==> config.mk <==
export PLATFORM = sky130hd
export DESIGN_NAME = bct_dist
export DESIGN_NICKNAME = d
export VERILOG_FILES = /design/src/sv/bct_dist.sv
export SDC_FILE = /design/constraint.sdc
export NUM_CORES = 1
export LEC_CHECK = 0
export CORE_UTILIZATION = 67
export CTS_CLUSTER_SIZE = 20
export DETAILED_ROUTE_END_ITERATION = 6
export DONT_BUFFER_PORTS = 1
export PLACE_DENSITY = 0.83
export SYNTH_ARGS = -nofsm -noshare
export SYNTH_HDL_FRONTEND = slang
export SYNTH_SLANG_ARGS = --single-unit
==> constraint.sdc <==
create_clock -name i_clk -period 9.1 [get_ports i_clk]
set_input_delay 0.91 -clock i_clk [delete_from_list [all_inputs] [get_ports i_clk]]
set_output_delay 0.91 -clock i_clk [all_outputs]
set_load 0.03 [all_outputs]
==> src/sv/bct_dist.sv <==
// two-stage squared distance unit: absolute differences, then sum of squares
// no package dependencies

module bct_dist #(
    parameter int COORD_BITS = 12,
    parameter int IDXW       = 5,
    parameter int DW         = 25
) (
    input  logic                  i_clk,
    input  logic                  i_rst_n,
    input  logic                  i_valid,
    input  logic [IDXW-1:0]       i_idx,
    input  logic [COORD_BITS-1:0] i_ax,
    input  logic [COORD_BITS-1:0] i_ay,
    input  logic [COORD_BITS-1:0] i_bx,
    input  logic [COORD_BITS-1:0] i_by,
    output logic                  o_valid,
    output logic [IDXW-1:0]       o_idx,
    output logic [DW-1:0]         o_dist
);

    localparam int SQW = 2 * COORD_BITS;

    logic                  r_v1, r_v2;
    logic [IDXW-1:0]       r_i1, r_i2;
    logic [COORD_BITS-1:0] r_dx, r_dy;
    logic [DW-1:0]         r_d;
    logic [COORD_BITS-1:0] n_dx, n_dy;
    logic [SQW-1:0]        sq_x, sq_y;

    assign n_dx = (i_ax >= i_bx) ? (i_ax - i_bx) : (i_bx - i_ax);
    assign n_dy = (i_ay >= i_by) ? (i_ay - i_by) : (i_by - i_ay);
    assign sq_x = SQW'(r_dx) * SQW'(r_dx);
    assign sq_y = SQW'(r_dy) * SQW'(r_dy);

    always_ff @(posedge i_clk) begin
        if (!i_rst_n) begin
            r_v1 <= 1'b0;
            r_v2 <= 1'b0;
        end else begin
            r_v1 <= i_valid;
            r_v2 <= r_v1;
        end
        r_i1 <= i_idx;
        r_dx <= n_dx;
        r_dy <= n_dy;
        r_i2 <= r_i1;
        r_d  <= DW'(sq_x) + DW'(sq_y);
    end

    assign o_valid = r_v2;
    assign o_idx   = r_i2;
    assign o_dist  = r_d;

endmodule

Word-level counts from Yosys, hierarchy flattened
Index checks and enable logic that the tools add are counted.

Flip-flop bits (word level): 61.

Add/subtract/negate cells: 5. Multiply operators: 2. Order comparisons: 2. Mux-type cells: 2.

Operator list (count): $mul 12x12->24 (2); $sub 12x12->12 (4); $add 24x24->25 (1); $ge 12x12->1 (2); $mux 12 (2).

Longest topological paths before layout
Depth after elaboration: 2. Gate-level depth with buffers: 24. Depth with buffers taken out: 23.

Worst setup path before layout
OpenSTA, ideal clock, no wires.

Path kind: reg2reg. Start: register r_dx[2]. End: register r_d[24] (netlist: o_dist[24]). Library setup time: 0.114 ns. Arrival: 6.181 ns. Path slack: 2.805 ns. Stages on the path, launching flop included: 21. Clock period less this slack: 6.295 ns. Path through: dfxtp_1 -> clkbuf_1 -> nand2_1 -> fa_1 -> inv_1 -> fa_1 -> inv_1 -> fa_1 -> fa_1 -> inv_1 -> fa_1 -> fa_1 -> inv_1 -> fa_1 -> inv_1 -> ha_1 -> and3_1 -> a221oi_1 -> o21ai_1 -> mux2i_1 -> a2111oi_0.

Cells in the longest elaborated chain, start to end: 2.

RTL lines: start: declaration (line 26) `logic [COORD_BITS-1:0] r_dx, r_dy;`; start signal: assignment (line 45) `r_dx <= n_dx;`; $mul 12x12->24 (line 33) `assign sq_x = SQW'(r_dx) * SQW'(r_dx);`; $add 24x24->25 (line 48) `r_d <= DW'(sq_x) + DW'(sq_y);`; end signal: assignment (line 48); end: declaration (line 27) `logic [DW-1:0] r_d;`.

Every way passes these cells. A chain may end at the register's enable or synchronous reset.

Final worst setup path
Ends and elaborated chain as after synthesis.

==> impl_metrics.csv <==
group,metric,value,unit
timing,setup_viol,0,
setup_path,arrival,7.37,ns
die,num_rows,47,
cts,cts_buffers,9,
synth,synth.most_common_cell,"inv_1",
synth,ys_types,58,
timing,setup_tns,0,ns
synth,synthFlopType,"dfxtp_1",
placed_design,portBuffers,0,
placed_design,gp_congestion,0.9030,
cells_and_area,num_antenna_cells,0,
timing,fin_crit_sh,78.50,%
synth,syn_avg_cell_area,8.976,sq um
synth,synth.top_cells.by_area,"fa_1, ha_1, inv_1",
placed_design,hpwl,20510,um
die,start_util,69.43,%
global_route,antenna_found_initial,0,
global_route,grt_first_pass_wirelength,41530,um
setup_path,crit_fanout,13,
global_route,grt_use_total,29.43,%
cts,path_clk_slew,0.06,ns
synth,synthTopCellsByCount,"inv_1, fa_1, ha_1",
die,fp.dieW,134.0,um
synth,yosysWarnings,0,
die,ios,87,
cells_and_area,fillCellCount,1221,
route,drc_errors,1,
cells_and_area,drive_gt1_share,1.656,%
synth,ys_seq_area_share,10.46,%
cts,h-tree-depth,3,
route,viasPerCell,5.772,
status,violations,"DRC",
route,wire_per_inst,16.46,um
synth,synth.cell_area,0.01168,sq mm
job,maxCapViolations,0,
cells_and_area,area_delta_synth_final,3.504,%
global_route,grt_start_max_net_pins,21,
cts,worstSkewPairLatency,0.34,ns
cts,cts_setup_buffers,0,
die,coreArea,0.01682,sq mm
setup_path,endpoint_kind,"register",
route,firstDrtPassIters,7,
synth,synth_top_area_cell,"fa_1",
cts,holdBufCountCts,0,
cts,cts-root-buf,"clkbuf_16",
cts,clock_sinks,61,
timing,clock.fmax,0.1400,GHz
timing,hold_viol,0,
timing,max-slew-margin-rel,43.14,%
synth,async_flop_share,0,%
global_route,overflow,0,
status,status,"finished with violations",
die,die-area,0.01796,sq mm
route,vias,8588,
route,drt-total-wl,24500,um
cts,cts_tree,"built",
setup_path,worstSetupPathType,"reg -> reg",
timing,max_slew.worst_pin.slew,0.8529,ns
die,die_height,134.0,um
cells_and_area,fin_nets,1675,
setup_path,cp.required,9.33,ns
setup_path,worstSetupStartpointType,"register",
synth,synth_cells,1301,
synth,synth_edf_count,0,
route,drtIter0Drc,843,
synth,synth_top_area_share,34.97,%
timing,skew,0.007290,ns
route,ant_nets,0,
timing,slew_violations,0,
timing,fin_crit,7.144,ns
hold_path,hp-class,"reg -> reg",
synth,syn_nets,1713,
cts,cts_resized,0,
global_route,grt_pass1_vias,9054,
cts,clk_path_buf_depth,2,
timing,rsz0062_at_grt,"no",
synth,ys_seq_elements,61,
-- flip-flops by register name (all words and copies together) (netlist names) --
name	cells
o_valid	1
o_idx	5
r_dx	12
r_i1	5
o_dist	25
r_v1	1
r_dy	12
-- stage by stage --
| step | setup WS (ns) | instance area (sq um) | util [%] | hold slack (ns) | std cells |
|---|---|---|---|---|---|
| 2_1_floorplan | 2.805 | 11680 | - | 0.3096 | 1301 |
| 5_1_grt | 1.753 | 12090 | 71.86 | 0.3307 | 1488 |
| 6_report | 1.956 | 12090 | 71.86 | 0.3257 | 1488 |
| 3_3_place_gp | 2.405 | 11760 | 69.93 | 0.3098 | 1472 |
| 4_1_cts | 2.084 | 12090 | 71.86 | 0.3261 | 1488 |
| 3_5_place_dp | 2.075 | 11760 | 69.93 | 0.3135 | 1472 |
-- worst max-delay path: stages (launching register included) --
cell and delay, ns:
dfxtp_1 0.62, nand2_1 0.17, fa_1 0.63, inv_1 0.08, fa_1 0.54, inv_1 0.06, fa_1 0.50, fa_1 0.52
inv_1 0.06, fa_1 0.49, fa_1 0.49, inv_1 0.05, fa_1 0.48, inv_1 0.05, ha_1 0.35, and3_1 0.25
a221oi_1 0.75, o21ai_1 0.38, mux2i_1 0.20, a2111oi_0 0.36
-- cells in the final DEF, fill, tap and decap left out, types with 3 or more instances in the layout --
cell type and count:
fa_1 204, nor4_1 4, a22oi_1 5, nand4_1 8, mux2i_1 11, a221o_1 4
or3_1 3, ha_1 152, nand2_1 94, a21boi_0 4, o31ai_1 4, dfxtp_1 61
a21oi_1 37, nor3_1 30, nand3b_1 3, and2_1 71, nor2b_1 9, or2_2 3
a31oi_1 6, o21ai_1 3, a221oi_1 3, xnor2_1 15, nor2_1 31, clkbuf_16 9
o21bai_1 4, and3_1 7, a21o_1 28, o21a_1 13, inv_1 327, xor2_1 20
nand3_1 12, o211ai_1 4, nand2b_1 10, o21ai_0 25, a211oi_1 7
-- per-layer routing --
metal	vias to the layer above	part of all wire (%)	global-route usage, %
li1	3965	-	-
met1	4224	38	35.70
met2	324	52	53.05
met3	75	6.1	3.968
met4	0	3.1	11.30
met5	-	0	0
-- layout make-up --
cell class	instances	area (sq um)	share of cell area [%]
sequential	61	1221	10.10
clock inverter	5	82.58	0.6832
multi-input combinational	864	9037	74.77
inverter	327	1227	10.16
clock buffer	11	242.7	2.008
tap	220	275.3	2.277
-- path summary, 6_finish.rpt --
| path | from | to | slack [ns] | cells past startpoint |
|---|---|---|---|---|
| max | r_dx[2] | o_dist[24] | 1.96 | 19 |
| min | r_i1[3] | o_idx[3] | 0.33 | 0 |
| max reg2reg | r_dx[2] | o_dist[24] | 1.96 | 19 |
| min reg2reg | r_i1[3] | o_idx[3] | 0.33 | 0 |
-- kinds of logic (layout without fill, tap and decap cells) --
| group | after synthesis | count (layout) | share of synthesized area, % |
|---|---|---|---|
| xor+xnor | 35 | 35 | 2.625 |
| compound gates | 169 | 169 | 9.804 |
| fa+ha+maj | 356 | 356 | 51.26 |
| flops | 61 | 61 | 10.46 |
| buf+inv | 376 | 343 | 12.15 |
| simple gates | 293 | 293 | 12.76 |
| mux | 11 | 11 | 0.9429 |
Power is left out: the tool's default activity adds up to more than one toggle a clock period on the data nets, which glitch-free logic cannot reach.
