===== config.mk =====
export PLATFORM = sky130hd
export DESIGN_NAME = bct_blend
export DESIGN_NICKNAME = d
export VERILOG_FILES = /design/src/sv/bct_pkg.sv /design/src/sv/bct_blend.sv
export SDC_FILE = /design/constraint.sdc
export NUM_CORES = 1
export LEC_CHECK = 0
export BUFFER_PORTS_ARGS = -buffer_cell sky130_fd_sc_hd__buf_2
export CAP_MARGIN = 20
export CORE_ASPECT_RATIO = 1.25
export CORE_MARGIN = 5
export CORE_UTILIZATION = 45
export DETAILED_ROUTE_END_ITERATION = 8
export PLACE_DENSITY_LB_ADDON = 0.25
export SLEW_MARGIN = 20
export SYNTH_ARGS = -nofsm -noshare
export SYNTH_HDL_FRONTEND = slang
export SYNTH_SLANG_ARGS = --single-unit

===== constraint.sdc =====
create_clock -name i_clk -period 7.3 [get_ports i_clk]
set_input_delay 1.095 -clock i_clk [delete_from_list [all_inputs] [get_ports i_clk]]
set_output_delay 1.095 -clock i_clk [all_outputs]
set_load 0.01 [all_outputs]

===== src/sv/bct_pkg.sv =====
// shared constants for the blob centroid tracker
// register indexes, item codes and reset values; no dependencies

package bct_pkg;

    localparam int TRACKED_SLOTS_DEF   = 16;
    localparam int CANDIDATE_SLOTS_DEF = 16;
    localparam int COORD_BITS_DEF      = 12;

    localparam int CFG_ADDR_BITS = 3;
    localparam int CFG_DATA_BITS = 16;
    localparam int ID_BITS       = 16;
    localparam int TIME_BITS     = 32;
    localparam int WEIGHT_BITS   = 9;
    localparam int DIST_CFG_BITS = 12;
    localparam int MS_CFG_BITS   = 16;

    localparam logic [WEIGHT_BITS-1:0] Q8_ONE = 9'd256;
    localparam logic [ID_BITS-1:0]     ID_PENDING_OUT = 16'hFFFF;

    localparam logic [DIST_CFG_BITS-1:0] MERGE_DIST_RST = 12'd100;
    localparam logic [WEIGHT_BITS-1:0]   SMOOTH_RST     = 9'd256;
    localparam logic [MS_CFG_BITS-1:0]   MIN_DET_RST    = 16'd500;
    localparam logic [MS_CFG_BITS-1:0]   MAX_UNDET_RST  = 16'd500;
    localparam logic [ID_BITS-1:0]       MAX_ID_RST     = 16'd9999;

    typedef enum logic [CFG_ADDR_BITS-1:0] {
        CFG_MERGE_DIST  = 3'd0,
        CFG_SMOOTH      = 3'd1,
        CFG_CAND_EN     = 3'd2,
        CFG_MIN_DET     = 3'd3,
        CFG_TIMEOUT_EN  = 3'd4,
        CFG_MAX_UNDET   = 3'd5,
        CFG_LOWEST_ID   = 3'd6,
        CFG_MAX_ID      = 3'd7
    } t_cfg_addr;

    typedef enum logic {
        OP_DETECT    = 1'b0,
        OP_FRAME_END = 1'b1
    } t_op;

endpackage


===== src/sv/bct_blend.sv =====
// registered q8 blend of a stored position toward a detection
// uses bct_pkg for the q8 unit weight

module bct_blend #(
    parameter int COORD_BITS = 12
) (
    input  logic                           i_clk,
    input  logic                           i_en,
    input  logic [COORD_BITS-1:0]          i_old_x,
    input  logic [COORD_BITS-1:0]          i_old_y,
    input  logic [COORD_BITS-1:0]          i_new_x,
    input  logic [COORD_BITS-1:0]          i_new_y,
    input  logic [bct_pkg::WEIGHT_BITS-1:0] i_weight,
    output logic [COORD_BITS-1:0]          o_x,
    output logic [COORD_BITS-1:0]          o_y
);

    import bct_pkg::*;

    localparam int PW = COORD_BITS + WEIGHT_BITS;

    logic [WEIGHT_BITS-1:0] w, wi;
    logic [PW-1:0]          sum_x, sum_y;
    logic [COORD_BITS-1:0]  r_x, r_y;

    assign w  = (i_weight > Q8_ONE) ? Q8_ONE : i_weight;
    assign wi = Q8_ONE - w;
    assign sum_x = PW'(i_old_x) * PW'(wi) + PW'(i_new_x) * PW'(w);
    assign sum_y = PW'(i_old_y) * PW'(wi) + PW'(i_new_y) * PW'(w);

    always_ff @(posedge i_clk) begin
        if (i_en) begin
            r_x <= sum_x[COORD_BITS+7:8];
            r_y <= sum_y[COORD_BITS+7:8];
        end
    end

    assign o_x = r_x;
    assign o_y = r_y;

endmodule


======== Word-level counts from Yosys, hierarchy flattened ========
Index checks and enable logic that the tools add are counted.
word-level totals
  bits in registers ....................... 24
  input port bits ......................... 59
  output and inout bits ................... 24
  logic and storage cells ................. 11
operators by class
  $add $sub $neg .......................... 3
  $mul .................................... 4
  $lt $le $gt $ge ......................... 1
  mux-type cells .......................... 1
operators by type and width
  cell                                                   count
  multiplier 12 x 9 -> 20 bit                            4
  adder 20 bit                                           2
  greater-than comparator 9 bit (second input constant)  1
  two-way mux 9 bit                                      1
  subtractor 9 bit (first input constant)                1

======== Logic depth before layout (Yosys ltp) ========
  depth after elaboration ................. 5
  mapped depth ............................ 29
  mapped depth without buffers ............ 26

======== Least setup slack after synthesis ========
OpenSTA, ideal clock, no wires.
  path kind ............................... input-to-reg
  from .................................... input i_weight[0] (netlist name)
  to ...................................... register r_y[11] (netlist: o_y[11]), data pin
  setup time .............................. 0.259 ns
  arrival time ............................ 7.396 ns
  data required time ...................... 7.041 ns
  setup slack ............................. -0.355 ns
  stages on the path ...................... 26
  path buffers ............................ 3
  cell sequence ........................... nor2b_1 -> buf_2 -> clkbuf_1 -> inv_1 -> ha_1 -> inv_1 -> or3_1 -> xor2_1 -> clkbuf_1 -> nand2_1 -> fa_1 -> fa_1 -> inv_1 -> fa_1 -> fa_1 -> fa_1 -> inv_1 -> fa_1 -> inv_1 -> ha_1 -> nand2_1 -> or4_1 -> o221ai_1 -> nor3_1 -> o21bai_1 -> xnor2_1
between the ends
  cells in the longest elaborated chain, start to end .. 5
  elaborated cells between the ends (all ways) .. 6
  those cells by class .................... add/sub (2); mul (2); order compare (1); mux (1)
RTL lines
  element                        line             source
  from (decl)                    bct_blend.sv:13  input logic [bct_pkg::WEIGHT_BITS-1:0] i_weight,
  greater-than comparator 9 bit  bct_blend.sv:26  assign w = (i_weight > Q8_ONE) ? Q8_ONE : i_weight;
  two-way mux 9 bit *            bct_blend.sv:26
  subtractor 9 bit               bct_blend.sv:27  assign wi = Q8_ONE - w;
  multiplier 12 x 9 -> 20 bit    bct_blend.sv:29  assign sum_y = PW'(i_old_y) * PW'(wi) + PW'(i_new_y) * PW'(w);
  adder 20 bit *                 bct_blend.sv:29
  net sum_y[19]                  bct_blend.sv:23  logic [PW-1:0] sum_x, sum_y;
  to (signal assigned)           bct_blend.sv:34  r_y <= sum_y[COORD_BITS+7:8];
  to (decl)                      bct_blend.sv:24  logic [COORD_BITS-1:0] r_x, r_y;
Mark *: on every way through the listed nets, which the timed path passes. The rest lies on a longest branch.
A chain may end at the register's enable or synchronous reset.

======== Worst setup path in the final report ========
  from .................................... input i_weight[1] (netlist name)
  to ...................................... register r_y[11] (netlist: o_y[11]), data pin
Same word-level chain as after synthesis.

==> results by group <==
Setup path
  • Crit path buf inv count: 8
  • Required time worst endpoint: roughly 7.3 ns
  • Most used cell, CP: fa_1
  • Startpoint types: primary input
  • Max stage delay on crit path: roughly 0.53 ns
  • Crit path capture type: flop
  • Delay-heaviest family, CP: adder cells
  • CP Data Arrival Time: between 7 and 8 ns
  • Worst Path Max Fanout: 9
  • Worst path slowest cell: fa_1
  • Setup Crit Path Kind: in -> reg
  • Worst setup path start: i_weight[1]

Yosys
  • Synth warn: 0
  • Seq cells post-synth: 24
  • Area share of the largest cell type after synthesis: a little under half
  • Post-Syn Instances: 1609
  • Synth Area per Inst: just under 9 µm²
  • EDFF count, synth: 24
  • Synth area leaders: fa_1 47%, inv_1 12%, ha_1 12%
  • Post-synth top cells: 446 x inv_1, 338 x fa_1, 264 x nand2_1
  • Register area share after synthesis: roughly 5.0%
  • Most used DFF post-synth: edfxtp_1
  • Net Count, Synth: around 2.1k
  • Yosys cell types: 47
  • Biggest area consumer among synthesized cells: fa_1
  • FFs w/ async S/R, synth: 0%
  • Cell with the most instances after synthesis: inv_1
  • Mapped cell area: ~14000 µm²

Finish
  • Fillers: 3076
  • Nets: around 2.2k
  • Synthesis-to-layout area growth: 10.4%
  • Layout cells sized above 1: 11.5%
  • # diodes: 0

Clock network
  • Clock root buffer: clkbuf_16
  • Cts bufs inserted: 3
  • CTS Sinks: 24
  • Worst-path clk slew: 0.07 ns
  • CTS max path bufs: 2
  • CTS tree: done
  • H-tree depth: 1

STA
  • Hold Fails Final Rpt: 0
  • Final Cycle Share: 96.3%
  • Max Fclk: around 140 MHz
  • Fin crit period: approximately 7.0 ns
  • Worst setup margin: around 0.27 ns
  • Tightest Pin Transition: about 0.69 ns
  • Unrepaired setup endpoints after global routing: false
  • Final Setup Violations: 0
  • Fin. max-slew vios: 0
  • Rel. slew slack: 54.0%

GRT
  • Largest net degree at the start of global routing: 48
  • Initial antenna violation count: 0
  • Tot GR Track Use: a little under a fifth
  • Grt met2 use: about a third
  • Global routing usage on met1: between 20% and 30%
  • Grt total ovfl: 0
  • Number of global-route vias before repair: approximately 11k
  • First-pass GRT wire length: roughly 53000 µm
  • M3 GR Usage: under 10%
  • GRT busiest layer: met2

Drt
  • DR vias: slightly above 10k
  • Per-cell routed wire length: about 15 µm
  • Final antenna-violating net count: 0
  • Initial drt markers: around 450
  • Vias per std cell: between 4 and 5
  • Routed WL: roughly 31000 µm
  • First-pass detailed-route iteration total: 6
  • DRC violations left: 0

Floorplanning
  • Die area: approximately 36000 µm²
  • Top Ports: 83
  • Die W: approximately 170 µm
  • Die height: ~210 µm
  • Initial Utilization: a little under half
  • Rows: between 70 and 80
  • Core footprint: roughly 32000 µm²

Run
  • Max Cap Viol: 0

Placed design
  • Setup WS pre-CTS: -0.0546 ns
  • Number of I/O port buffers: 82
  • GPL Wtd Cong: between 0.8 and 0.9
  • Post-DP HPWL: between 20000 and 30000 µm

Run status
  • Run status: complete, no violations

Worst hold path
  • Hold Path Class: in -> reg
  • Hold path start: i_en
[state kept, by name, summed over array words and instances (netlist names)]
register and count:
o_x 12, o_y 12
[cells in the final DEF (no fill, tap or decap), types with 3 or more instances in the layout]
| cell | count |
|---|---|
| a21o_1 | 5 |
| a21oi_1 | 17 |
| a31oi_1 | 4 |
| and2_1 | 176 |
| and4_1 | 3 |
| buf_12 | 3 |
| buf_2 | 82 |
| buf_4 | 75 |
| clkbuf_16 | 3 |
| edfxtp_1 | 24 |
| fa_1 | 338 |
| ha_1 | 130 |
| ha_4 | 3 |
| inv_1 | 442 |
| nand2_1 | 263 |
| nand3_1 | 5 |
| nand4_1 | 3 |
| nor2_1 | 12 |
| nor2b_2 | 5 |
| nor3_1 | 4 |
| o21a_1 | 4 |
| o21ai_0 | 10 |
| o21bai_1 | 3 |
| or3_1 | 3 |
| xnor2_1 | 34 |
| xor2_1 | 9 |
[final cells by class]
cell class	instances	area, µm²	area share [%]
multi-input cells	1068	11800	74.5
inverters	446	1680	10.6
repair buffers	160	1030	6.54
flip-flops and latches	24	721	4.56
well taps	412	515	3.26
clock buffers	3	75.1	0.475
[per-stage QoR]
stage | util (%) | setup TNS [ns] | instance area [µm²] | instances | hold WS, ns
finish | 50.0 | 0 | 15800 | 2113 | 1.41
global route | 50.0 | 0 | 15800 | 2113 | 1.44
CTS | 49.9 | 0 | 15800 | 2113 | 1.41
detailed placement | 49.7 | -0.0641 | 15700 | 2110 | 1.51
global placement | 49.7 | 0 | 15700 | 2110 | 1.51
floorplan | - | 0 | 14400 | 1609 | 1.21
[metal layers]
layer,vias to the layer above,routed length [µm]
met4,0,930
met1,5267,12500
met5,-,0
met3,39,1200
met2,237,16200
li1,4784,-
[kinds of logic after synthesis]
kind of cell / after synthesis / synth area share (%)
compound gates: 61 / 2.88
xor+xnor: 45 / 2.75
fa+ha+maj: 471 / 58.9
buf+inv: 517 / 13.7
flops: 24 / 5.03
simple gates: 491 / 16.7
[timing repair]
item / 4_1_cts / 5_1_grt
endpoints found under the setup margin: 0 / 8
hold buffers: 0 / 0
setup buffers: 0 / 0
resized for setup: 0 / 5
endpoints found under the hold margin: 0 / 0
[worst paths after layout]
check | slack [ns] | end | cells past startpoint
worst max-delay path | 0.27 | o_y[11] | 26
worst min-delay path | 1.41 | o_y[11] | 1
Power is not shown: default switching activity piles up to over one toggle a cycle in this logic, so the estimate is an artifact.
