==> config.mk <==
export PLATFORM = sky130hd
export DESIGN_NAME = bct_ram
export DESIGN_NICKNAME = d
export VERILOG_FILES = /design/src/sv/bct_ram.sv
export SDC_FILE = /design/constraint.sdc
export NUM_CORES = 1
export LEC_CHECK = 0
export BUFFER_PORTS_ARGS = -buffer_cell sky130_fd_sc_hd__buf_2
export CAP_MARGIN = 0
export CORE_UTILIZATION = 30
export CTS_CLUSTER_DIAMETER = 30
export DETAILED_ROUTE_END_ITERATION = 12
export GPL_ROUTABILITY_DRIVEN = 0
export PLACE_DENSITY = 0.5
export SYNTH_ARGS = -nofsm -noshare
export SYNTH_HDL_FRONTEND = slang
export SYNTH_SLANG_ARGS = --single-unit
export TNS_END_PERCENT = 1
==> constraint.sdc <==
create_clock -name i_clk -period 3.13 [get_ports i_clk]
set_input_delay 0 -clock i_clk [delete_from_list [all_inputs] [get_ports i_clk]]
set_output_delay 0 -clock i_clk [all_outputs]
set_load 0.02 [all_outputs]
==> src/sv/bct_ram.sv <==
// generic single-write, single-read memory with registered read data
// no dependencies

module bct_ram #(
    parameter int WIDTH = 8,
    parameter int DEPTH = 16,
    parameter int AW    = (DEPTH > 1) ? $clog2(DEPTH) : 1
) (
    input  logic             i_clk,
    input  logic             i_we,
    input  logic [AW-1:0]    i_waddr,
    input  logic [WIDTH-1:0] i_wdata,
    input  logic [AW-1:0]    i_raddr,
    output logic [WIDTH-1:0] o_rdata
);

    logic [WIDTH-1:0] r_mem [DEPTH];
    logic [WIDTH-1:0] r_rdata;

    always_ff @(posedge i_clk) begin
        if (i_we) begin
            r_mem[i_waddr] <= i_wdata;
        end
        r_rdata <= r_mem[i_raddr];
    end

    assign o_rdata = r_rdata;

endmodule

Word level (Yosys, flattened, before mapping)
Memories as Yosys holds them, arrays and structs flattened. A register that Yosys moved wholly into a read port is not among the register bits.
Index checks and enable logic that the tools add are counted.
Storage, ports and cells
  RAM bits: 128
  output and inout port bits: 8
  logic and storage cells: 3
  input port bits: 18
  bits in registers: 0
  memories kept: 1
Cells by class
  multiplexer cells: 2
Memories
  r_mem: depth 16, width 8, rd ports 1, clocked after Yosys merged registers in 1, wr ports 1, line 17  | logic [WIDTH-1:0] r_mem [DEPTH];
Operators by type and width (count)
  1-bit 2-to-1 mux: 2

Longest topological paths before layout
Gate-level depths: netlist of the first run.
  depth in word-level cells: 2
  mapped depth: 5
  mapped depth without buffers: 3

Least setup slack after synthesis of the first run
No wires, ideal clock.
  kind: in2reg
  from: in i_waddr[2]
  to: mem r_mem[0][0], enable pin
  slack: 1.637 ns
  arrival: 1.110 ns
  buffers on the path: 0
  stages: 2
  library setup time: 0.383 ns
  cells stage by stage: or3b_2 nor3_1
RTL lines
  start: declaration: line 11  | input logic [AW-1:0] i_waddr,
  end: declaration: line 17
No word-level cell before the write port.

==> key figures, run 1 <==
Synthesis
  – Gate Count Post-Synth: 229
  – Yosys top cell area share: 0.747
  – EDFF count, synth: 128
  – Commonest register cell after synthesis: edfxtp_1
  – Cell area after synthesis: 5150 um^2
  – Main area contributors after synthesis: edfxtp_1 75%, mux4_2 7.9%, mux4_1 7.1%, dfxtp_1 3.1%, a22oi_1 2.3%
  – Syn nets: 247
  – Netlist cell types: 19
  – Synth area leader: edfxtp_1
  – Sequential area share after synthesis: 0.778
  – Synth Warn #: 0
  – Asr flop ratio synth: 0
  – Synth cell count leaders: 128 x edfxtp_1, 18 x mux4_2, 16 x a22oi_1, 14 x mux4_1, 13 x nor2_1
  – Top-count cell post-synth: edfxtp_1
  – Synthesized area per cell: 22.5 um^2
  – Synthesized flop and latch total: 136

Clocking
  – CTS tree: built
  – H-tree depth reported by CTS: 4
  – Root buf cell: clkbuf_16
  – Worst-Skew Late Latency: 0.41 ns
  – Postcts setup bufs: 0
  – Clock transition at path regs: 0.06 ns
  – TritonCTS Buffers: 17
  – Clk sinks: 136
  – Max clock buf depth: 2

Timing
  – Endpoints failing setup: 0
  – Final Hold Vio Count: 0
  – Setup TNS: 0 ns
  – Fmax: 703 MHz
  – Final Slew Violations: 0
  – Fin crit period: 1.42 ns
  – Worst Tran Pin Value: 1.07 ns
  – RSZ-0062 raised after global routing: no
  – Layout Skew: 0.00788 ns
  – Tcrit/Tclk final: 0.454
  – Relative slew slack: 0.283

Power and ir drop
  – Sw frac: 0.191
  – Worst vdd ir: 0.000388 V
  – Clk pwr share: 0.479
  – PD cells: 695 nW/um^2
  – P_leak: 2.07 nW
  – Internal Power: 0.00350 W
  – Combinational share of power: 0.047
  – Flop pwr share: 0.474
  – Psw: 0.000827 W

Global routing
  – Initial antenna violation count: 0
  – First-pass GRT wire length: 15,600 um
  – Vias in the first global route: 2,506
  – Grt peak-use layer: met2
  – GRT overflow: 0
  – Largest net degree at the start of global routing: 33
  – GRT Total Usage: 0.129
  – Met3 GRT Util: 0.0490
  – Grt met1 use: 0.175
  – Met2 usage in global routing: 0.186

Placement
  – Buffers on Ports: 25
  – Placed insts: 470
  – Post-Place Cell Area: 5510 um^2
  – Hpwl dp: 6460 um

Finish
  – Fill cells: 1,506
  – Area growth, synth to finish: 20.7%
  – Fin nets: 295
  – Final Instance Area: 6210 um^2
  – Final Util: 0.373
  – Share of cells above drive strength 1: 0.276
  – Diodes inserted: 0
  – Final Non-Filler Cells: 510

Detailed routing
  – DRC marker count from the first detailed-route iteration: 140
  – # DRC: 0
  – WL final: 10,300 um
  – Detail Route Antenna Nets: 0
  – Vias per cell: 4.72
  – Router iterations before antenna repair: 4
  – Via count: 2,409
  – DR WL/cell: 20.3 um

Worst hold path
  – Hold Crit Depth: 3
  – Worst Hold Class: primary input to flip-flop
  – Hold EP: r_mem[12][5]
  – Hold Crit Start: i_waddr[1]

Critical path
  – Startpoint types: flip-flop
  – FF-to-FF Start: r_mem[9][7]
  – Worst R2R Setup Slack: 1.71 ns
  – WP data arrival: 1.69 ns
  – Crit-path max cell delay: 0.46 ns
  – Worst-path cell chain: mux4_2 > a22oi_1 > nand2_1
  – R2r worst-path depth: 3
  – Crit path kind: flip-flop to flip-flop
  – Reg-to-Reg End: o_rdata[7]
  – Crit. End Element: flip-flop
  – CP bufs+invs: 0
  – Crit path required time: 3.40 ns
  – Cell class contributing the biggest share of worst-path delay: multiplexers
  – Crit Path Max Fanout: 1
  – Crit-path slowest cell: mux4_2

Floorplanning
  – Initial core utilization: 0.309
  – Cell row count: 47
  – Core area: 16,600 um^2
  – Chip width: 133 um
  – Die Ht: 133 um
  – DIE AREA: 17,700 um^2
  – # IOs: 26

Flow run
  – Max capacitance violation total: 0

Run status
  – Status: finished, final reports clean
[flip-flops by register name (all words and copies together), names as in the netlist]
| name | count |
|---|---|
| o_rdata | 8 |
| r_mem | 128 |
[cell type report]
| type | count | area [um^2] | area share |
|---|---|---|---|
| flip-flops and latches | 136 | 4000 | 0.644 |
| well taps | 220 | 275 | 0.0443 |
| multi-input cells | 83 | 1060 | 0.170 |
| repair buffers | 39 | 250 | 0.0403 |
| clock inverters | 7 | 113 | 0.0181 |
| clock buffers | 25 | 515 | 0.0829 |
[layer usage]
metal	part of all wire	vias up
li1	-	1067
met1	0.48	1280
met2	0.46	53
met3	0.049	9
met4	0.0068	0
met5	0	-
[power by group through the flow]
stage	clock, W	combinational [W]	sequential (W)
after CTS	0.00211	0.000205	0.00205
after floorplan	0	0.000103	0.00210
final	0.00207	0.000201	0.00205
after detailed placement	0	0.000198	0.00209
after global routing	0.00219	0.000219	0.00205
after global placement	0	0.000198	0.00209
[metrics by stage]
| step | power [W] | setup slack (ns) | hold slack [ns] |
|---|---|---|---|
| 2_1_floorplan | 0.00220 | 1.64 | 0.0989 |
| 3_3_place_gp | 0.00228 | 1.27 | 0.392 |
| 3_5_place_dp | 0.00229 | 1.31 | 0.400 |
| 4_1_cts | 0.00437 | 1.66 | 0.134 |
| 5_1_grt | 0.00446 | 1.63 | 0.149 |
| 6_report | 0.00432 | 1.71 | 0.157 |
[layout by cell type, fill, tap and decap left out, types with 3 or more instances in the layout]
master	netlist	routed
nor3_1	4	4
bufinv_16	0	3
buf_4	1	6
nor2_1	13	13
nand2_1	9	9
dfxtp_1	8	8
dlygate4sd3_1	0	8
clkbuf_16	0	17
buf_2	3	25
mux4_2	18	18
mux4_1	14	14
a22oi_1	16	16
clkbuf_8	0	6
edfxtp_1	128	128
clkinv_2	0	3
[what timing repair did]
item                      in CTS  in global routing
hold endpoints to repair     120                  0
resized for setup              0                  0
hold buffers                   8                  0
[kinds of logic after synthesis]
kind of cell	after synthesis	synth area share
AO/OA/AOI/OAI	16	0.0233
buffers and inverters	10	0.0168
flip-flops	136	0.778
multiplexers	32	0.150
AND/OR/NAND/NOR	35	0.0318
[worst max path at each step]
| stage | from | endpoint | slack, ns | cells past startpoint |
|---|---|---|---|---|
| after floorplan | i_waddr[2] | r_mem[0][0] | 1.64 | 2 |
| after global routing | r_mem[10][7] | o_rdata[7] | 1.63 | 3 |
| after CTS | r_mem[9][7] | o_rdata[7] | 1.66 | 3 |
| after global placement | i_raddr[0] | o_rdata[1] | 1.27 | 5 |
| final | r_mem[9][7] | o_rdata[7] | 1.71 | 3 |
| after detailed placement | i_raddr[0] | o_rdata[1] | 1.31 | 5 |
[worst register-to-register path: stages, from the launching register on]
cell	delay [ns]
edfxtp_1	0.37
mux4_2	0.46
a22oi_1	0.30
nand2_1	0.15
(Power assumes the default switching activity.)
==> inputs of run 2 (changes only) <==
--- a/config.mk
+++ b/config.mk
@@ -11,7 +11,7 @@
 export CTS_CLUSTER_DIAMETER = 30
 export DETAILED_ROUTE_END_ITERATION = 12
 export GPL_ROUTABILITY_DRIVEN = 0
-export PLACE_DENSITY = 0.5
+export PLACE_DENSITY = 0.51
 export SYNTH_ARGS = -nofsm -noshare
 export SYNTH_HDL_FRONTEND = slang
 export SYNTH_SLANG_ARGS = --single-unit
==> constraint.sdc (replaced) <==
create_clock -name i_clk -period 1.3 [get_ports i_clk]
set_input_delay 0 -clock i_clk [delete_from_list [all_inputs] [get_ports i_clk]]
set_output_delay 0 -clock i_clk [all_outputs]
set_load 0.02 [all_outputs]
==> run 2 against run 1 <==
Net effect:
- the run now ends with negative setup slack left
- routed wire length is 1.9% lower
- core utilization is 0.75 points higher
- sequential share of layout area down 1.3 points
- critical path depth is 1 higher
- critical endpoint unchanged
- flip-flop and latch count unchanged
- combinational power grew to 2.6 times the previous value
- total power up 130%
- global-route usage decreased by 0.39 points
- via count increased by 2.2%
- clock-buffer cell count decreased by 2
==> key figures, run 2 (same netlist as run 1, synthesis figures left out) <==
Critical path
  – FF-to-FF Start: r_mem[2][7]
  – Crit-path max cell delay: 0.47 ns (about the same)
  – Crit path launch: r_mem[2][7]
  – Crit. End Element: flip-flop
  – Cell class contributing the biggest share of worst-path delay: multiplexers
  – Crit Path Max Fanout: 1 (unchanged)
  – Worst-path cell chain: mux4_2 > a22oi_2 > buf_4 > nand2_2
  – Crit-path slowest cell: mux4_2
  – Crit path required time: 1.60 ns (-1.80 ns)
  – WP data arrival: 1.61 ns (-0.08 ns)
  – Crit path kind: flip-flop to flip-flop
  – Startpoint types: flip-flop
  – CP bufs+invs: 1 (+1)

Clocking
  – Root buf cell: clkbuf_16
  – Max clock buf depth: 2 (unchanged)
  – Postcts setup bufs: 0 (unchanged)
  – Clock transition at path regs: 0.05 ns (about the same)
  – TritonCTS Buffers: 17 (unchanged)
  – CTS tree: built
  – H-tree depth reported by CTS: 4 (unchanged)
  – Clk sinks: 136 (unchanged)
  – Worst-Skew Late Latency: 0.41 ns (about the same)

Floorplanning
  – Cell row count: 47 (unchanged)
  – Core area: 16,600 um^2 (unchanged)
  – DIE AREA: 17,700 um^2 (unchanged)
  – Die Ht: 133 um (unchanged)
  – Initial core utilization: 0.309 (unchanged)
  – Chip width: 133 um (unchanged)
  – # IOs: 26 (unchanged)

Timing
  – Fin crit period: 1.31 ns (-0.108 ns)
  – Relative slew slack: 0.383 (+0.100)
  – Setup WS post-layout: -0.0142 ns (-1.72 ns)
  – Worst Tran Pin Value: 0.923 ns (-0.148 ns)
  – Final Hold Vio Count: 0 (unchanged)
  – Endpoints failing setup: 1 (+1)
  – Fmax: 761 MHz (+8.2%)
  – Final Slew Violations: 0 (unchanged)
  – Tcrit/Tclk final: 1.01 (+0.557)
  – RSZ-0062 raised after global routing: yes
  – Layout Skew: 0.00418 ns (-0.00370 ns)

Power and ir drop
  – Clk pwr share: 0.446 (-0.033)
  – Worst vdd ir: 0.000895 V (+130%)
  – Flop pwr share: 0.500 (+0.026)
  – Internal Power: 0.00790 W (+130%)
  – PD cells: 1560 nW/um^2 (+120%)
  – Sw frac: 0.200 (+0.00842)
  – Psw: 0.00197 W (+140%)
  – Combinational share of power: 0.054 (+0.007)
  – Total chip power: 0.00987 W (+130%)
  – P_leak: 2.13 nW (+2.9%)

Run status
  – Failing checks: negative setup slack
  – Status: finished, violations left

Finish
  – Most frequent cells in the layout: 128 x edfxtp_1, 25 x buf_2, 23 x mux4_2, 23 x buf_4, 17 x clkbuf_16
  – Share of cells above drive strength 1: 0.355 (+0.0790)
  – Commonest non-fill, non-tap cell in the layout: edfxtp_1
  – Fin nets: 315 (+6.8%)
  – Area of the multi-input gates: 1070 um^2 (+1.3%)
  – Fill cells: 1,522 (+1.1%)
  – FF/Latch Area: 4000 um^2 (unchanged)
  – Register with the most flip-flops: r_mem
  – Area growth, synth to finish: 23.2%
  – Final Instance Area: 6340 um^2 (+2.0%)
  – Diodes inserted: 0 (unchanged)
  – Max reg flops: 128 (unchanged)

Placement
  – Buffers on Ports: 25 (unchanged)
  – Post-Place Cell Area: 5700 um^2 (+3.5%)
  – Hpwl dp: 6420 um (-0.70%)

Detailed routing
  – Vias per cell: 4.64 (-1.7%)
  – DRC marker count from the first detailed-route iteration: 169 (+21%)
  – Detail Route Antenna Nets: 0 (unchanged)
  – # DRC: 0 (unchanged)
  – DR WL/cell: 19.1 um (-5.6%)
  – Router iterations before antenna repair: 4 (unchanged)
  – Via count: 2,461 (+2.2%)
  – WL final: 10,100 um (-1.9%)

Worst hold path
  – Hold Crit Start: i_waddr[0]
  – Worst Hold Class: primary input to flip-flop

Global routing
  – Initial antenna violation count: 0 (unchanged)
  – GRT overflow: 0 (unchanged)
  – Largest net degree at the start of global routing: 21 (-36%)
  – GRT Total Usage: 0.125 (-0.00389)
  – First-pass GRT wire length: 15,400 um (-1.2%)
  – Vias in the first global route: 2,591 (+3.4%)

Flow run
  – Max capacitance violation total: 0 (unchanged)
==> run 2: cell count changes in the layout (fill, tap and decap cells not counted), moves of 2 or more <==
cell       delta
buf_12        +3
clkbuf_8      -3
bufinv_16     -2
mux4_1        -5
buf_4        +17
clkinv_2      +2
a22oi_2       +5
a22oi_1       -5
mux4_2        +5
==> run 2: path summary, 6_finish.rpt <==
| path | endpoint | slack [ns] | depth (start not counted) |
|---|---|---|---|
| worst min register to register | o_rdata[3] | 0.68 | 3 |
| worst max register to register | o_rdata[7] | -0.01 | 4 |
| worst min-delay path | r_mem[0][0] | 0.15 | 3 |
| worst max-delay path | o_rdata[7] | -0.01 | 4 |
==> run 2: through the flow <==
stage | std cells | utilization | setup TNS (ns) | setup slack [ns] | hold WS (ns)
3_3_place_gp | 490 | 0.342 | -0.452 | -0.105 | 0.390
6_report | 530 | 0.381 | -0.0142 | -0.0142 | 0.151
4_1_cts | 530 | 0.381 | -0.111 | -0.0691 | 0.135
3_5_place_dp | 490 | 0.342 | -0.466 | -0.0936 | 0.399
2_1_floorplan | 229 | - | 0 | 0.0339 | 0.0989
5_1_grt | 530 | 0.381 | -0.118 | -0.0682 | 0.150
==> run 2: cell type report <==
class,instances,share of cell area
multi-input cells,83,0.169
well taps,220,0.0434
repair buffers,59,0.0691
clock buffers,23,0.0754
flip-flops and latches,136,0.632
clock inverters,9,0.0116
==> run 2: power groups by stage <==
| stage | combinational (W) | clock (W) | sequential, W |
|---|---|---|---|
| CTS | 0.000538 | 0.00449 | 0.00494 |
| detailed placement | 0.000511 | 0 | 0.00503 |
| floorplan | 0.000249 | 0 | 0.00505 |
| global placement | 0.000507 | 0 | 0.00503 |
| global route | 0.000577 | 0.00467 | 0.00495 |
| finish | 0.000532 | 0.00440 | 0.00494 |
==> run 2: timing repair <==
action / in CTS / in global routing
gates resized for setup: 5 / 6
gates cloned: 0 / 0
hold buffers: 8 / 0
endpoints found under the setup margin: 5 / 5
endpoints found under the hold margin: 128 / 0
pin swaps: 2 / 2
==> run 2: worst min-delay path: stages <==
cell and delay, ns:
buf_2 0.15, nor3_2 0.06, buf_4 0.17
==> run 2: layer usage <==
layer  wire length (um)  vias up  share of wire  track usage
met5                  0        -              0            0
met1               4670     1293           0.46        0.161
met3                451       13          0.044       0.0410
met2               4850       51           0.48        0.192
met4                171        0          0.017       0.0536
li1                   -     1104              -            -
==> inputs of run 3 (changes only) <==
--- a/config.mk
+++ b/config.mk
@@ -12,6 +12,7 @@
 export DETAILED_ROUTE_END_ITERATION = 12
 export GPL_ROUTABILITY_DRIVEN = 0
 export PLACE_DENSITY = 0.51
+export SETUP_SLACK_MARGIN = 0.2
 export SYNTH_ARGS = -nofsm -noshare
 export SYNTH_HDL_FRONTEND = slang
 export SYNTH_SLANG_ARGS = --single-unit
==> run 3 against run 2 <==
Net effect:
- clock skew is essentially flat
- first-iteration DRC count rose by 10%
- global-route usage is 0.82 points higher
- clock-buffer cell count shrank 6
- critical path depth unchanged
- largest cell class unchanged
- core utilization is 1.1 points higher
- combinational power is 8.1% higher
- critical endpoint is now o_rdata[6]
- fmax grew 1.1%
- sequential share of layout area is 1.7 points lower
- the flow now finishes without violations
- die area unchanged
==> key figures, run 3 (same netlist as run 1, synthesis figures left out) <==
Worst hold path
  – Worst Hold Class: primary input to flip-flop

Timing
  – Final hold slack: 0.156 ns (+0.00505 ns)
  – Layout Skew: 0.00381 ns (-0.000374 ns)
  – Tcrit/Tclk final: 1.00 (-0.0111)
  – Fmax: 769 MHz (+1.1%)
  – Worst Tran Pin Value: 1.18 ns (+0.260 ns)
  – Endpoints failing setup: 0 (-1)
  – Setup TNS: 0 ns (+0.0142 ns)
  – Fin crit period: 1.30 ns (-0.0145 ns)
  – Final Slew Violations: 0 (unchanged)
  – RSZ-0062 raised after global routing: yes
  – Relative slew slack: 0.208 (-0.175)
  – Final Hold Vio Count: 0 (unchanged)

Global routing
  – Largest net degree at the start of global routing: 26 (+24%)
  – GRT overflow: 0 (unchanged)
  – First-pass GRT wire length: 16,400 um (+6.6%)
  – Vias in the first global route: 2,626 (+1.4%)
  – Initial antenna violation count: 0 (unchanged)
  – GRT Total Usage: 0.133 (+0.00821)

Floorplanning
  – DIE AREA: 17,700 um^2 (unchanged)
  – # IOs: 26 (unchanged)
  – Die Ht: 133 um (unchanged)
  – Core area: 16,600 um^2 (unchanged)
  – Cell row count: 47 (unchanged)
  – Initial core utilization: 0.309 (unchanged)
  – Chip width: 133 um (unchanged)

Detailed routing
  – Vias per cell: 4.61 (-0.68%)
  – Detail Route Antenna Nets: 0 (unchanged)
  – Router iterations before antenna repair: 4 (unchanged)
  – WL final: 10,500 um (+3.6%)
  – DRC marker count from the first detailed-route iteration: 186 (+10%)
  – DR WL/cell: 19.7 um (+3.0%)
  – # DRC: 0 (unchanged)
  – Via count: 2,458 (-0.12%)

Clocking
  – Max clock buf depth: 2 (unchanged)
  – CTS tree: built
  – TritonCTS Buffers: 17 (unchanged)
  – Postcts setup bufs: 0 (unchanged)
  – H-tree depth reported by CTS: 4 (unchanged)
  – Clock transition at path regs: 0.06 ns (about the same)
  – Root buf cell: clkbuf_16
  – Worst-Skew Late Latency: 0.42 ns (about the same)
  – Clk sinks: 136 (unchanged)

Critical path
  – Startpoint types: flip-flop
  – WP data arrival: 1.61 ns (about the same)
  – Crit path kind: flip-flop to flip-flop
  – Crit-path slowest cell: mux4_2
  – Crit path required time: 1.61 ns (about the same)
  – Crit-path max cell delay: 0.50 ns (+0.03 ns)
  – Crit Path Max Fanout: 1 (unchanged)
  – Crit. End Element: flip-flop
  – Worst-path cell chain: mux4_2 > a22oi_2 > buf_4 > nand2_1

Finish
  – Final Non-Filler Cells: 533 (+0.57%)
  – Area growth, synth to finish: 26.6%
  – Max reg flops: 128 (unchanged)
  – Final Util: 0.391 (+0.0105)
  – Commonest non-fill, non-tap cell in the layout: edfxtp_1
  – Fin nets: 318 (+0.95%)
  – Fill cells: 1,513 (-0.59%)
  – Register with the most flip-flops: r_mem
  – Most frequent cells in the layout: 128 x edfxtp_1, 31 x mux4_2, 25 x buf_2
  – FF/Latch Area: 4000 um^2 (unchanged)
  – Share of cells above drive strength 1: 0.415 (+0.0605)
  – Area of the multi-input gates: 1070 um^2 (+0.12%)
  – Diodes inserted: 0 (unchanged)

Run status
  – Status: finished, final reports clean

Placement
  – Buffers on Ports: 25 (unchanged)
  – Placed insts: 493 (+0.61%)
  – Hpwl dp: 6780 um (+5.7%)

Flow run
  – Max capacitance violation total: 0 (unchanged)

Power and ir drop
  – PD cells: 1610 nW/um^2 (+3.7%)
  – P_leak: 2.16 nW (+1.4%)
  – Worst vdd ir: 0.00116 V (+30%)
[run 3: changes by cell type in the layout (fill, tap and decap cells not counted), moves of 4 or more]
cell | before | now
mux4_2 | 23 | 31
clkinv_2 | 5 | 1
mux4_1 | 9 | 1
clkinv_4 | 0 | 4
buf_12 | 3 | 9
[run 3: layer usage]
| metal | wire length (um) | share of wire | vias to the layer above | GRT usage |
|---|---|---|---|---|
| met5 | 0 | 0 | - | 0 |
| met4 | 73 | 0.0070 | 0 | 0.0402 |
| met3 | 570 | 0.054 | 9 | 0.0479 |
| met2 | 4810 | 0.46 | 65 | 0.191 |
| met1 | 5050 | 0.48 | 1280 | 0.187 |
| li1 | - | - | 1104 | - |
[run 3: final timing paths]
| check | from | endpoint | slack [ns] | cells after the start |
|---|---|---|---|---|
| worst min-delay path | i_waddr[0] | r_mem[0][0] | 0.16 | 3 |
| worst max register to register | r_mem[6][6] | o_rdata[6] | 0.0003 | 4 |
| worst min register to register | r_mem[12][6] | o_rdata[6] | 0.67 | 3 |
| worst max-delay path | r_mem[6][6] | o_rdata[6] | 0.0003 | 4 |
[run 3: critical path, delay by kind of cell (launching register included)]
family          cells  cell delay (ns)
simple gates        1             0.05
flops               1             0.36
mux                 1             0.50
buf+inv             1             0.15
compound gates      1             0.13
[run 3: per-stage QoR]
step                      setup slack (ns)  instance area (um^2)  power (W)
after floorplan                      0.108                  5170    0.00530
after global placement              -0.140                  5820    0.00555
after detailed placement            -0.119                  5820    0.00556
after CTS                         -0.00272                  6510     0.0106
after global routing               -0.0427                  6520     0.0108
final                             0.000276                  6520     0.0105
[run 3: layout make-up]
cell class,instances,share of cell area
Sequential cell,136,0.615
Multi-Input combinational cell,83,0.165
Timing Repair Buffer,62,0.0822
Clock buffer,17,0.0653
Tap cell,220,0.0423
Clock inverter,15,0.0311
[run 3: power breakdown]
group / switching [W] / leakage (nW) / internal (W)
clock: 0.00180 / 0.293 / 0.00321
combinational: 0.000320 / 0.640 / 0.000255
sequential: 0.0000269 / 1.22 / 0.00490
total: 0.00215 / 2.16 / 0.00837
[run 3: what timing repair did]
| item | 4_1_cts | 5_1_grt |
|---|---|---|
| gates resized for setup | 19 | 2 |
| hold buffers | 8 | 0 |
| endpoints found under the hold margin | 128 | 0 |
| setup endpoints to repair | 8 | 8 |
| pin swaps | 11 | 5 |
